### config.mk
export PLATFORM = sky130hd
export DESIGN_NAME = dmc_mod
export DESIGN_NICKNAME = d
export VERILOG_FILES = /design/src/design/dmc_pkg.sv /design/src/design/dmc_mod.sv
export SDC_FILE = /design/constraint.sdc
export NUM_CORES = 1
export LEC_CHECK = 0
export ABC_AREA = 1
export BUFFER_PORTS_ARGS = -buffer_cell sky130_fd_sc_hd__buf_2
export CAP_MARGIN = 20
export CELL_PAD_IN_SITES_DETAIL_PLACEMENT = 1
export CELL_PAD_IN_SITES_GLOBAL_PLACEMENT = 2
export CORE_MARGIN = 2
export CORE_UTILIZATION = 37
export DETAILED_ROUTE_END_ITERATION = 7
export PLACE_DENSITY = 0.89
export SLEW_MARGIN = 20
export SYNTH_ARGS = -nofsm -noshare
export SYNTH_HDL_FRONTEND = slang
export SYNTH_SLANG_ARGS = --single-unit
### constraint.sdc
create_clock -name clk -period 12.8 [get_ports clk]
set_input_delay 1.92 -clock clk [delete_from_list [all_inputs] [get_ports clk]]
set_output_delay 1.92 -clock clk [all_outputs]
set_load 0.05 [all_outputs]
### src/design/dmc_pkg.sv
`default_nettype none

package dmc_pkg;

	// line count register and derived result widths
	localparam int NUM_LINES_W = 11;
	localparam logic [NUM_LINES_W-1:0] NUM_LINES_RESET = 11'd1024;
	localparam int LINE_IDX_W = 10;
	localparam int CNT_W = 32;

	// address bits folded into the remainder per cycle
	localparam int DIGIT_W = 4;

	typedef logic [NUM_LINES_W-1:0] num_lines_t;
	typedef logic [CNT_W-1:0] count_t;

endpackage

`default_nettype wire

### src/design/dmc_mod.sv
`default_nettype none

module dmc_mod #(
	parameter int ADDR_BITS = 48
) (
	input  wire logic                   clk,
	input  wire logic                   arst_n,
	input  wire logic                   start,
	input  wire logic [ADDR_BITS-1:0]   dividend,
	input  wire dmc_pkg::num_lines_t    divisor,
	output logic                        done,
	output dmc_pkg::num_lines_t         rem
);

	import dmc_pkg::*;

	localparam int STEPS = (ADDR_BITS + DIGIT_W - 1) / DIGIT_W;
	localparam int PAD_W = STEPS * DIGIT_W;
	localparam int STEP_W = $clog2(STEPS + 1);

	logic [PAD_W-1:0]  shift_q;
	num_lines_t        rem_q;
	num_lines_t        divisor_q;
	logic [STEP_W-1:0] step_q;
	logic              busy_q;
	logic              done_q;
	num_lines_t        rem_next;

	// restoring remainder, one digit of the dividend per cycle, msb first
	always_comb begin
		logic [NUM_LINES_W:0] t;
		num_lines_t r;
		r = rem_q;
		for (int i = 0; i < DIGIT_W; i++) begin
			t = {r, shift_q[PAD_W-1-i]};
			if (t >= {1'b0, divisor_q}) begin
				r = NUM_LINES_W'(t - {1'b0, divisor_q});
			end else begin
				r = t[NUM_LINES_W-1:0];
			end
		end
		rem_next = r;
	end

	always_ff @(posedge clk or negedge arst_n) begin
		if (!arst_n) begin
			busy_q <= 1'b0;
			done_q <= 1'b0;
			step_q <= '0;
		end else begin
			done_q <= 1'b0;
			if (start) begin
				busy_q <= 1'b1;
				step_q <= STEP_W'(STEPS);
			end else if (busy_q) begin
				step_q <= step_q - 1'b1;
				if (step_q == STEP_W'(1)) begin
					busy_q <= 1'b0;
					done_q <= 1'b1;
				end
			end
		end
	end

	always_ff @(posedge clk) begin
		if (start) begin
			shift_q   <= PAD_W'(dividend);
			rem_q     <= '0;
			divisor_q <= divisor;
		end else if (busy_q) begin
			shift_q <= {shift_q[PAD_W-DIGIT_W-1:0], DIGIT_W'(0)};
			rem_q   <= rem_next;
		end
	end

	assign done = done_q;
	assign rem  = rem_q;

endmodule

`default_nettype wire

==> implementation parameters <==
Parameter                              Value

Status
  Outcome    finished clean

GRT
  Wire length of the first global-routing pass    29100 um
  Total congestion overflow    0
  Number of antenna violations at the first check in global routing    1
  Number of global-route vias before repair    around 5700
  Total track usage    around a fifth
  Pin count of the biggest net entering global routing    65

Timing
  Part of the cycle the worst path needs    about three fifths
  Worst Max-Slew Pin Slew    890 ps
  Setup violations, final    0
  Maximum frequency from static timing analysis    ~0.13 GHz
  Tmin final    slightly below 8000 ps
  Post-Route Skew    approximately 7.9 ps
  Final hold violation count    0
  Setup repair after global routing missed its margin    no
  Total Neg Setup Slack    0 ps
  Relative slew slack    between 40% and 50%
  Max-slew violations    0
  Worst path setup slack after routing    between 4000 and 5000 ps

Detailed routing
  Aggregate routed wire length    approximately 18000 um
  Post-route DRC    0
  First-pass DRT Iterations    4
  First DRT Iteration DRCs    261
  Number of vias after detailed routing    5463
  Post-route ant nets    0
  Routed vias/inst    slightly below 5
  Average wire per cell in the routed design    around 16 um

Synth
  Share of flip-flops with an asynchronous set or reset    about 7.9%
  Per-instance average area after synthesis    roughly 7.4 um2
  Synth Flop Type    edfxtp_1
  Synthesized netlist cell count    between 800 and 900
  Proportion of synthesized chip area in sequential cells    35.3%
  Post-synthesis register bit count    76
  Number of enable flip-flop cells after synthesis    approximately 60
  Post-synthesis instance area    ~0.006 mm2
  Yosys cell types    43
  Post-Synthesis Net Count    936
  Warning count from the yosys run    0

CTS
  Clock Pin Slew Worst Setup and Hold Paths    roughly 60 ps
  Inserted Clock Buffers    9
  H-tree level count    3
  Post-CTS Setup Repair Bufs    0
  Hold-fix buffers, CTS    0
  Cell chosen for the clock root    clkbuf_16
  CTS Sinks    76
  Post_cts resized    0
  Clock tree from TritonCTS    yes
  Longest Clk Path Bufs    2
  Clock latency on the worst-skew pair    approximately 340 ps

Critical path
  Arrival time at the worst endpoint    8110 ps
  CP Capture Type    register
  Worst path top cell family by delay    simple AND/OR/NAND/NOR gates
  Slowest stage delay, CP    ~540 ps
  Crit start category    register
  Worst path slowest cell    edfxtp_1
  Setup slack, reg-to-reg    4980 ps
  Critical Path RT    13080 ps
  Crit Path Category    reg -> reg
  Worst-path maximum fanout    12
  Cell repeated most along the worst path    nand2_1
  Buf/Inv on CP    6

Placement
  Placement-stage worst setup slack    5070 ps
  Port Buffers    between 70 and 80
  Weighted congestion reported at the end of routability-driven placement    between 0.8 and 0.9
  Half-perimeter wire length after placement    14400 um

Layout
  Post-layout nets    between 900 and 1000
  Total of fill cells in the finished design    2028
  Layout cell share with drive strength beyond 1    between 10% and 20%
  Layout overhead on the synthesized area    13.0%

Die
  Area of the die    roughly 0.017 mm2
  Num rows    46
  Ports    74
  Starting utilization of the core area    38.0%
  Die width    around 130 um
  Vertical die dimension    about 130 um
  Core Box Area    around 0.016 mm2

Min path
  Worst min-delay path class    reg -> reg

Run
  Maximum capacitance violations    0
[tightest hold or removal path, stage by stage, from the launching register on]
cell and delay, ps:
dfxtp_1 340, nand2_1 80, nand2_1 50
[synth_stat cells (11+ instances only)]
| library cell | instances | share of area [%] |
|---|---|---|
| edfxtp_1 | 59 | 29 |
| nor2_1 | 20 | 1.2 |
| clkbuf_1 | 12 | 0.74 |
| nand3_1 | 48 | 4.0 |
| inv_1 | 123 | 7.6 |
| nand2_1 | 330 | 20 |
| a21oi_1 | 26 | 2.1 |
| nand4_1 | 30 | 3.1 |
| ha_1 | 46 | 9.5 |
| dfxtp_1 | 11 | 3.6 |
| xnor2_1 | 14 | 2.0 |
| o21ai_0 | 12 | 0.99 |
| xor2_1 | 14 | 2.0 |
[kinds of logic after synthesis]
group | after synthesis | share of synthesized area [%]
DFF | 76 | 35.3
xor gates and xnor gates | 28 | 4.04
adders and majority gates | 50 | 10.8
and+or+nand+nor | 462 | 34.0
buffers and inverters | 149 | 9.99
AOI/OAI and AO/OA | 59 | 5.82
[area by class of cell]
class                           instances  area (um2)  area share, %
Inverter                              126         474           6.92
Antenna cell                            1        2.50         0.0365
Clock buffer                           12         246           3.60
Tap cell                              216         270           3.95
Multi-Input combinational cell        599        3320           48.4
Clock inverter                          4        25.0          0.365
Sequential cell                        76        2140           31.3
Timing Repair Buffer                   74         373           5.44
[sequential cells by signal, indices dropped and copies added, names as in the netlist]
signal     flops
busy_q         1
divisor_q     11
done           1
rem           11
shift_q       48
step_q         4
[stage by stage]
step	utilization (%)	hold slack (ps)	instances	cell area, um2
floorplan	-	465	824	6060
global placement	41.2	492	1091	6570
detailed placement	41.2	500	1091	6570
CTS	42.9	511	1107	6850
global route	42.9	528	1107	6850
finish	43.0	506	1108	6850
[per-layer routing]
layer / GRT usage, % / part of all wire [%] / vias to the layer above
li1: - / - / 2772
met1: 28.3 / 47 / 2553
met2: 35.6 / 47 / 115
met3: 2.73 / 4.3 / 23
met4: 6.94 / 2.0 / 0
met5: 0 / 0 / -
[worst paths after layout]
check | startpoint | to | cells after the start
worst max-delay path | divisor_q[0] | rem[2] | 43
worst min-delay path | rem[9] | rem[9] | 2
worst max register to register | divisor_q[0] | rem[2] | 43
worst min register to register | rem[9] | rem[9] | 2
max in group asynchronous | arst_n | busy_q | 1
min in group asynchronous | arst_n | step_q[0] | 1
[cells in the final DEF, fill, tap and decap left out, types with 2 or more instances in the layout]
cell | Yosys | routed
a21boi_0 | 3 | 3
a21o_1 | 2 | 2
a21oi_1 | 26 | 26
a21oi_2 | 2 | 2
buf_2 | 4 | 73
clkbuf_1 | 12 | 2
clkbuf_16 | 0 | 9
clkinv_2 | 0 | 2
dfrtp_1 | 6 | 6
dfxtp_1 | 11 | 11
edfxtp_1 | 59 | 59
fa_1 | 4 | 4
ha_1 | 46 | 46
inv_1 | 123 | 122
inv_2 | 3 | 3
nand2_1 | 330 | 330
nand2_2 | 5 | 5
nand2_4 | 2 | 2
nand3_1 | 48 | 48
nand3_2 | 5 | 5
nand3_4 | 3 | 3
nand3b_1 | 3 | 3
nand4_1 | 30 | 30
nand4_4 | 2 | 2
nor2_1 | 20 | 20
nor2_2 | 5 | 5
nor2_4 | 2 | 2
nor3_1 | 4 | 4
nor4_1 | 2 | 2
o21ai_0 | 12 | 12
o21ai_1 | 4 | 4
o21bai_1 | 2 | 2
xnor2_1 | 14 | 14
xor2_1 | 14 | 14
Power is left out: the tool's default activity adds up to more than one toggle a clock period on the data nets, which glitch-free logic cannot reach.
